**src/hw/rtl/hsa_pkg.sv**
```systemverilog
// Shared types and constants for the handle slot allocator.
package hsa_pkg;

   localparam int POOL_SLOTS   = 64;
   localparam int HANDLE_COUNT = 64;
   localparam int SLOT_W       = $clog2(POOL_SLOTS);
   localparam int HANDLE_W     = $clog2(HANDLE_COUNT);
   localparam int COUNT_W      = $clog2(POOL_SLOTS + 1);
   localparam int FUNC_W       = 2;
   localparam int STATUS_W     = 2;

   typedef enum logic [FUNC_W-1:0] {
      FUNC_ALLOC = 2'd0,
      FUNC_FREE  = 2'd1,
      FUNC_QUERY = 2'd2
   } func_type;

   typedef enum logic [STATUS_W-1:0] {
      ST_OK       = 2'd0,
      ST_FULL     = 2'd1,
      ST_UNMAPPED = 2'd2
   } status_type;

   // Handle map update from the execute stage
   typedef struct packed {
      logic                en;
      logic                valid;
      logic [HANDLE_W-1:0] handle;
      logic [SLOT_W-1:0]   slot;
   } map_wr_type;

endpackage

```
**src/hw/rtl/hsa_first_free.sv**
```systemverilog
// Priority encoder that finds the lowest free slot in the used bitmap.
module hsa_first_free (
   input  logic [hsa_pkg::POOL_SLOTS-1:0] used,
   output logic                           found,
   output logic [hsa_pkg::SLOT_W-1:0]     slot
);
   import hsa_pkg::*;

   // Scan from the top so the lowest free slot wins
   always_comb begin
      found = 1'b0;
      slot  = '0;
      for (int i = POOL_SLOTS - 1; i >= 0; i--) begin
         if (!used[i]) begin
            found = 1'b1;
            slot  = SLOT_W'(i);
         end
      end
   end

endmodule

```
**src/hw/rtl/hsa_map.sv**
```systemverilog
// Handle-to-slot map: slot memory with registered read, valid bits in flops.
module hsa_map (
   input  logic                         clock,
   input  logic                         reset,
   input  logic                         rd_en,
   input  logic [hsa_pkg::HANDLE_W-1:0] rd_handle,
   output logic [hsa_pkg::SLOT_W-1:0]   rd_slot,
   input  logic [hsa_pkg::HANDLE_W-1:0] look_handle,
   output logic                         look_valid,
   input  hsa_pkg::map_wr_type          wr
);
   import hsa_pkg::*;

   logic [SLOT_W-1:0]       slot_mem [HANDLE_COUNT];
   logic [SLOT_W-1:0]       rd_slot_ff;
   logic [HANDLE_COUNT-1:0] valid_ff;
   logic [HANDLE_COUNT-1:0] valid_in;
   logic                    mem_we;

   assign mem_we = wr.en && wr.valid;

   // Write the slot number on allocate
   always_ff @(posedge clock) begin
      if (mem_we) begin
         slot_mem[wr.handle] <= wr.slot;
      end
   end

   // Read on accept; forward a same-cycle write to the same handle
   always_ff @(posedge clock) begin
      if (rd_en) begin
         if (mem_we && (wr.handle == rd_handle)) begin
            rd_slot_ff <= wr.slot;
         end else begin
            rd_slot_ff <= slot_mem[rd_handle];
         end
      end
   end

   assign rd_slot = rd_slot_ff;

   // Set the mapping on allocate, drop it on free
   always_comb begin
      valid_in = valid_ff;
      if (wr.en) begin
         valid_in[wr.handle] = wr.valid;
      end
   end

   always_ff @(posedge clock) begin
      if (reset) begin
         valid_ff <= '0;
      end else begin
         valid_ff <= valid_in;
      end
   end

   assign look_valid = valid_ff[look_handle];

endmodule

```
**src/hw/rtl/handle_slot_allocator.sv**
```systemverilog
// Top level of the handle slot allocator.
// The allocator takes one request beat per cycle and returns one result beat per
// request. The request is registered into the execute stage at the accepting edge,
// and the result register is loaded when the beat leaves that stage. At the
// accepting edge the handle's slot number is read from the map memory. In the
// following cycle a single execute stage does the rest. It finds the lowest free
// slot with a priority encoder over the 64-bit used bitmap, updates the bitmap,
// map and live count, and loads the result register. A stalled result holds the
// execute stage, and the request side stalls once that stage is also full. Reset
// clears the bitmap, the map valid bits and the count at once, so the block
// accepts requests in the first cycle after reset.
module handle_slot_allocator (
   input  logic                         clock,
   input  logic                         reset,
   input  logic                         req_valid,
   output logic                         req_stall,
   input  logic [hsa_pkg::FUNC_W-1:0]   req_func,
   input  logic [hsa_pkg::HANDLE_W-1:0] req_handle,
   output logic                         rsp_valid,
   input  logic                         rsp_stall,
   output logic [hsa_pkg::STATUS_W-1:0] rsp_status,
   output logic [hsa_pkg::SLOT_W-1:0]   rsp_slot,
   output logic                         rsp_in_use,
   output logic [hsa_pkg::COUNT_W-1:0]  rsp_live_count
);
   import hsa_pkg::*;

   logic                  s1_valid_ff;
   logic [FUNC_W-1:0]     s1_func_ff;
   logic [HANDLE_W-1:0]   s1_handle_ff;
   logic                  rsp_valid_ff;
   logic [STATUS_W-1:0]   rsp_status_ff;
   logic [SLOT_W-1:0]     rsp_slot_ff;
   logic                  rsp_in_use_ff;
   logic [COUNT_W-1:0]    rsp_count_ff;
   logic [POOL_SLOTS-1:0] used_ff;
   logic [POOL_SLOTS-1:0] used_in;
   logic [COUNT_W-1:0]    count_ff;
   logic [COUNT_W-1:0]    count_in;

   logic                  advance;
   logic                  fire;
   logic                  accept;
   logic                  free_found;
   logic [SLOT_W-1:0]     free_slot;
   logic                  mapped;
   logic [SLOT_W-1:0]     mapped_slot;
   map_wr_type            map_wr;
   status_type            status_in;
   logic [SLOT_W-1:0]     slot_in;
   logic                  in_use_in;

   // Handshake: the execute stage moves when the result register can take a beat
   assign advance   = !rsp_valid_ff || !rsp_stall;
   assign fire      = s1_valid_ff && advance;
   assign req_stall = s1_valid_ff && !advance;
   assign accept    = req_valid && !req_stall;

   hsa_first_free u_first_free (
      .used  (used_ff),
      .found (free_found),
      .slot  (free_slot)
   );

   hsa_map u_map (
      .clock       (clock),
      .reset       (reset),
      .rd_en       (accept),
      .rd_handle   (req_handle),
      .rd_slot     (mapped_slot),
      .look_handle (s1_handle_ff),
      .look_valid  (mapped),
      .wr          (map_wr)
   );

   // Execute: decide the result and the state updates
   always_comb begin
      used_in       = used_ff;
      count_in      = count_ff;
      map_wr.en     = 1'b0;
      map_wr.valid  = 1'b0;
      map_wr.handle = s1_handle_ff;
      map_wr.slot   = free_slot;
      status_in     = ST_OK;
      slot_in       = '0;
      in_use_in     = mapped;
      case (s1_func_ff)
         FUNC_ALLOC: begin
            if (free_found) begin
               used_in[free_slot] = 1'b1;
               if (count_ff < COUNT_W'(POOL_SLOTS)) begin
                  count_in = count_ff + COUNT_W'(1);
               end
               map_wr.en    = fire;
               map_wr.valid = 1'b1;
               slot_in      = free_slot;
               in_use_in    = 1'b1;
            end else begin
               status_in = ST_FULL;
            end
         end
         FUNC_FREE: begin
            in_use_in = 1'b0;
            if (mapped) begin
               used_in[mapped_slot] = 1'b0;
               if (count_ff != '0) begin
                  count_in = count_ff - COUNT_W'(1);
               end
               map_wr.en = fire;
               slot_in   = mapped_slot;
            end else begin
               status_in = ST_UNMAPPED;
            end
         end
         default: begin
            // query, and the unused selector acts as a query
            if (mapped) begin
               slot_in = mapped_slot;
            end
         end
      endcase
   end

   // Hold the request in the execute stage; load whenever the stage can take a beat
   always_ff @(posedge clock) begin
      if (reset) begin
         s1_valid_ff <= 1'b0;
      end else if (!req_stall) begin
         s1_valid_ff <= req_valid;
      end
   end

   always_ff @(posedge clock) begin
      if (accept) begin
         s1_func_ff   <= req_func;
         s1_handle_ff <= req_handle;
      end
   end

   // Commit bitmap and count when the beat leaves the execute stage
   always_ff @(posedge clock) begin
      if (reset) begin
         used_ff  <= '0;
         count_ff <= '0;
      end else if (fire) begin
         used_ff  <= used_in;
         count_ff <= count_in;
      end
   end

   // Result register
   always_ff @(posedge clock) begin
      if (reset) begin
         rsp_valid_ff <= 1'b0;
      end else if (advance) begin
         rsp_valid_ff <= s1_valid_ff;
      end
   end

   always_ff @(posedge clock) begin
      if (fire) begin
         rsp_status_ff <= status_in;
         rsp_slot_ff   <= slot_in;
         rsp_in_use_ff <= in_use_in;
         rsp_count_ff  <= count_in;
      end
   end

   assign rsp_valid      = rsp_valid_ff;
   assign rsp_status     = rsp_status_ff;
   assign rsp_slot       = rsp_slot_ff;
   assign rsp_in_use     = rsp_in_use_ff;
   assign rsp_live_count = rsp_count_ff;

endmodule

```
**config.mk**
```make
export PLATFORM = sky130hd
export DESIGN_NAME = handle_slot_allocator
export DESIGN_NICKNAME = d
export VERILOG_FILES = /design/src/hw/rtl/hsa_pkg.sv /design/src/hw/rtl/hsa_first_free.sv /design/src/hw/rtl/hsa_map.sv /design/src/hw/rtl/handle_slot_allocator.sv
export SDC_FILE = /design/constraint.sdc
export NUM_CORES = 1
export LEC_CHECK = 0
export ABC_CLOCK_PERIOD_IN_PS = 4100
export BUFFER_PORTS_ARGS = -buffer_cell sky130_fd_sc_hd__buf_4
export CAP_MARGIN = 20
export CORE_ASPECT_RATIO = 1.2
export CORE_MARGIN = 1
export CORE_UTILIZATION = 57
export DETAILED_ROUTE_END_ITERATION = 6
export GPL_TIMING_DRIVEN = 0
export MAX_ROUTING_LAYER = met4
export PLACE_DENSITY = 0.76
export SLEW_MARGIN = 20
export SYNTH_ARGS = -nofsm -noshare
export SYNTH_HDL_FRONTEND = slang
export SYNTH_SLANG_ARGS = --single-unit
export TNS_END_PERCENT = 1
```
**constraint.sdc**
```tcl
create_clock -name clock -period 4.1 [get_ports clock]
set_clock_uncertainty 0.1 [all_clocks]
set_input_delay 0.615 -clock clock [delete_from_list [all_inputs] [get_ports clock]]
set_output_delay 0.615 -clock clock [all_outputs]
set_load 0.005 [all_outputs]
```
==> results.ini <==
[outcome]
outcome = complete, no violations

[worst_setup_path]
crit_path_top_delay_cell = buf_1
cp-end-kind = register
critPathMaxFanout = 10
cp.required_ps = 4320
slowest_delay_ps = 910
critPathBufInv = 5
path_cells = buf_4 -> clkbuf_1 -> clkbuf_1 -> buf_1 -> mux4_2 -> mux4_2 -> mux4_2 -> inv_1 -> mux2i_1
crit_type = input port to register
worstPathArrival_ps = 4230
cp_common_cell = mux4_2
critPathTopFamily = buffers and inverters
critPathLaunchType = input port

[yosys]
synthXorXnorAreaFrac_pct = 0.296
yosysWarnings = 0
synth_mux_area_share_pct = 13.1
postSynthCellCount = 1695
netlist.top_cell.by_area = edfxtp_1
synth_top_area_share_pct = 52.5
syn_area_per_cell_um2 = 14.0
synth-seq-cells = 551
netlist_area_um2 = 23700
synth-main-ff-cell = edfxtp_1
synth_area_leaders = edfxtp_1, mux4_2, dfxtp_1
synth-compound-area-share_pct = 9.85
synth-simple-area-share_pct = 10.2
ys_types = 81
synth_commonest_cells = edfxtp_1, o21ai_0, dfxtp_1
synth_edf_count = 414
synthesis.nets = 1710
yosysSeqAreaShare_pct = 64.0
synthArstFlopShare_pct = 0
synth_fa_ha_area_share_pct = 0.158
synth_top_family_by_area = multiplexers
synth.most_common_cell = edfxtp_1

[floorplanning]
die_area_um2 = 42400
initial_core_util_pct = 58.0
ioPinCount = 30
core_area_um2 = 40800
fp.dieW_um = 188
rows = 81
die_h_um = 225

[power_and_ir_drop]
total_power_w = 0.0112
power.leakage_nw = 8.94
pwr_density_cell_nw_per_um2 = 422
peakVddDrop_mv = 0.411

[sta]
setup_viol = 0
fmax_mhz = 250
drv_slew = 0
finalHoldViolCount = 0
rsz0062_at_grt = no
fin_crit_sh_pct = 97.7
relSlewSlack_pct = 24.1
period_needed_ps = 4000
tightest_slew_ps = 1140
hold-worst-slack_ps = 82.6

[global_routing]
grt_pass1_wl_mm = 96.8
antenna_found_initial = 0
first_global_vias = 15595
grt_max_degree = 47
track_usage_pct = 32.0
grt_overflow = 0

[clock_network]
clk-insertion-delay-late_ps = 610
clk_pin_slew_ps = 60
cts.sinks = 551
htree_levels = 2
cts_tree = done
numCtsBuffers = 52
root_buffer = clkbuf_16
clk_path_buf_depth = 3
post_cts_buffers = 0

[final_layout]
num-nets-final = 1802
n_antenna_cell = 0
drive_above_1_share_pct = 17.5
syn_to_final_growth_pct = 12.0

[place]
port_buffers = 29
gp_congestion = 0.971
hpwlAfterDp_mm = 42.4

[worst_hold_path]
hold_class = input port to register

[drt]
initialDrtViolationCount = 1805
vias = 15786
wl_per_cell_um = 27.2
viasPerCell = 6.67
ant_nets = 0
drc = 0
wirelength_mm = 64.5
drt_pass1_iterations = 6

[run]
cap_violations = 0

==> state kept, by name, indices dropped and copies added, names as in the netlist, 2 cells and up <==
name	count
u_map.valid_ff	64
rsp_live_count	7
s1_handle_ff	6
s1_func_ff	2
count_ff	7
u_map.rd_slot	6
rsp_status	2
rsp_slot	6
u_map.slot_mem	384
used_ff	64
==> cells in the final DEF, fill, tap and decap left out, types with 8 or more instances in the layout <==
master	n
edfxtp_1	414
o21ai_0	276
dfxtp_1	137
mux4_2	128
nor2_1	123
nor2b_1	123
nand2_1	92
clkbuf_1	59
clkbuf_16	52
buf_4	33
nand3_1	32
inv_1	25
nand4_1	25
buf_2	22
a21oi_1	15
clkinv_1	13
mux2i_1	12
nor3_1	12
a31oi_1	12
nand2b_1	11
clkinv_2	11
mux2_2	10
a211oi_1	10
buf_6	8
and3_1	8
nor4_1	8
o2111ai_2	8
==> metal layers <==
layer	vias to the layer above	track usage, %	routed length, um
met5	-	-	0
met4	0	17.3	3750
met3	241	4.89	5510
met2	954	52.8	32200
met1	7863	38.0	23000
li1	6728	-	-
==> path summary, 6_finish.rpt <==
path,startpoint,endpoint,slack (ps),cells past startpoint
setup / recovery,req_handle[1],u_map.rd_slot[1],100,9
hold / removal,req_func[0],s1_func_ff[0],80,1
setup reg to reg,s1_handle_ff[1],u_map.slot_mem[46][0],110,10
hold reg to reg,s1_valid_ff,rsp_valid,400,2
==> per-stage QoR <==
step                util (%)  TNS [ps]  std cells  setup WS [ps]  area (um^2)
floorplan                  -         0       1695            203        23700
global placement        60.2   -601360       2263          -2690        24600
detailed placement      60.8     -2030       2272           -393        24900
CTS                     65.0         0       2368            108        26500
global route            65.0         0       2368           22.8        26500
finish                  65.0         0       2368           95.2        26500
==> worst register-to-register path, cell delays in order (launching register included) <==
cell       delay [ps]
edfxtp_1          550
buf_6             220
nor2_1            450
a32oi_1           190
o211ai_1          230
a22oi_2           160
nand3_2           170
buf_4             220
o2111ai_2         300
buf_2             400
nor2_1            630
==> logic make-up (layout without fill, tap and decap cells) <==
family | count (synthesis) | after routing
adder cells (fa/ha/maj) | 3 | 3
XOR/XNOR | 8 | 8
AND/OR/NAND/NOR | 470 | 470
multiplexers | 150 | 150
flip-flops | 551 | 551
AO/OA/AOI/OAI | 391 | 391
buffers and inverters | 122 | 256
==> what timing repair did <==
| item | CTS | global route |
|---|---|---|
| endpoints found under the setup margin | 0 | 372 |
| hold buffers | 0 | 0 |
| gates resized for setup | 0 | 1 |
==> where the power goes <==
part	total, W	switching, W	internal, W
registers	0.00596	0.0000134	0.00595
clock network	0.00484	0.00212	0.00271
logic	0.000396	0.000267	0.000129
==> layout make-up <==
| class | instances | area [um^2] |
|---|---|---|
| Buffer | 94 | 457 |
| Clock buffer | 59 | 1330 |
| Clock inverter | 37 | 360 |
| Fill cell | 2835 | 14300 |
| Inverter | 28 | 105 |
| Multi-Input combinational cell | 1022 | 8020 |
| Sequential cell | 551 | 15200 |
| Tap cell | 539 | 674 |
| Timing Repair Buffer | 38 | 430 |
No activity file was read; power rests on OpenSTA's default activity.
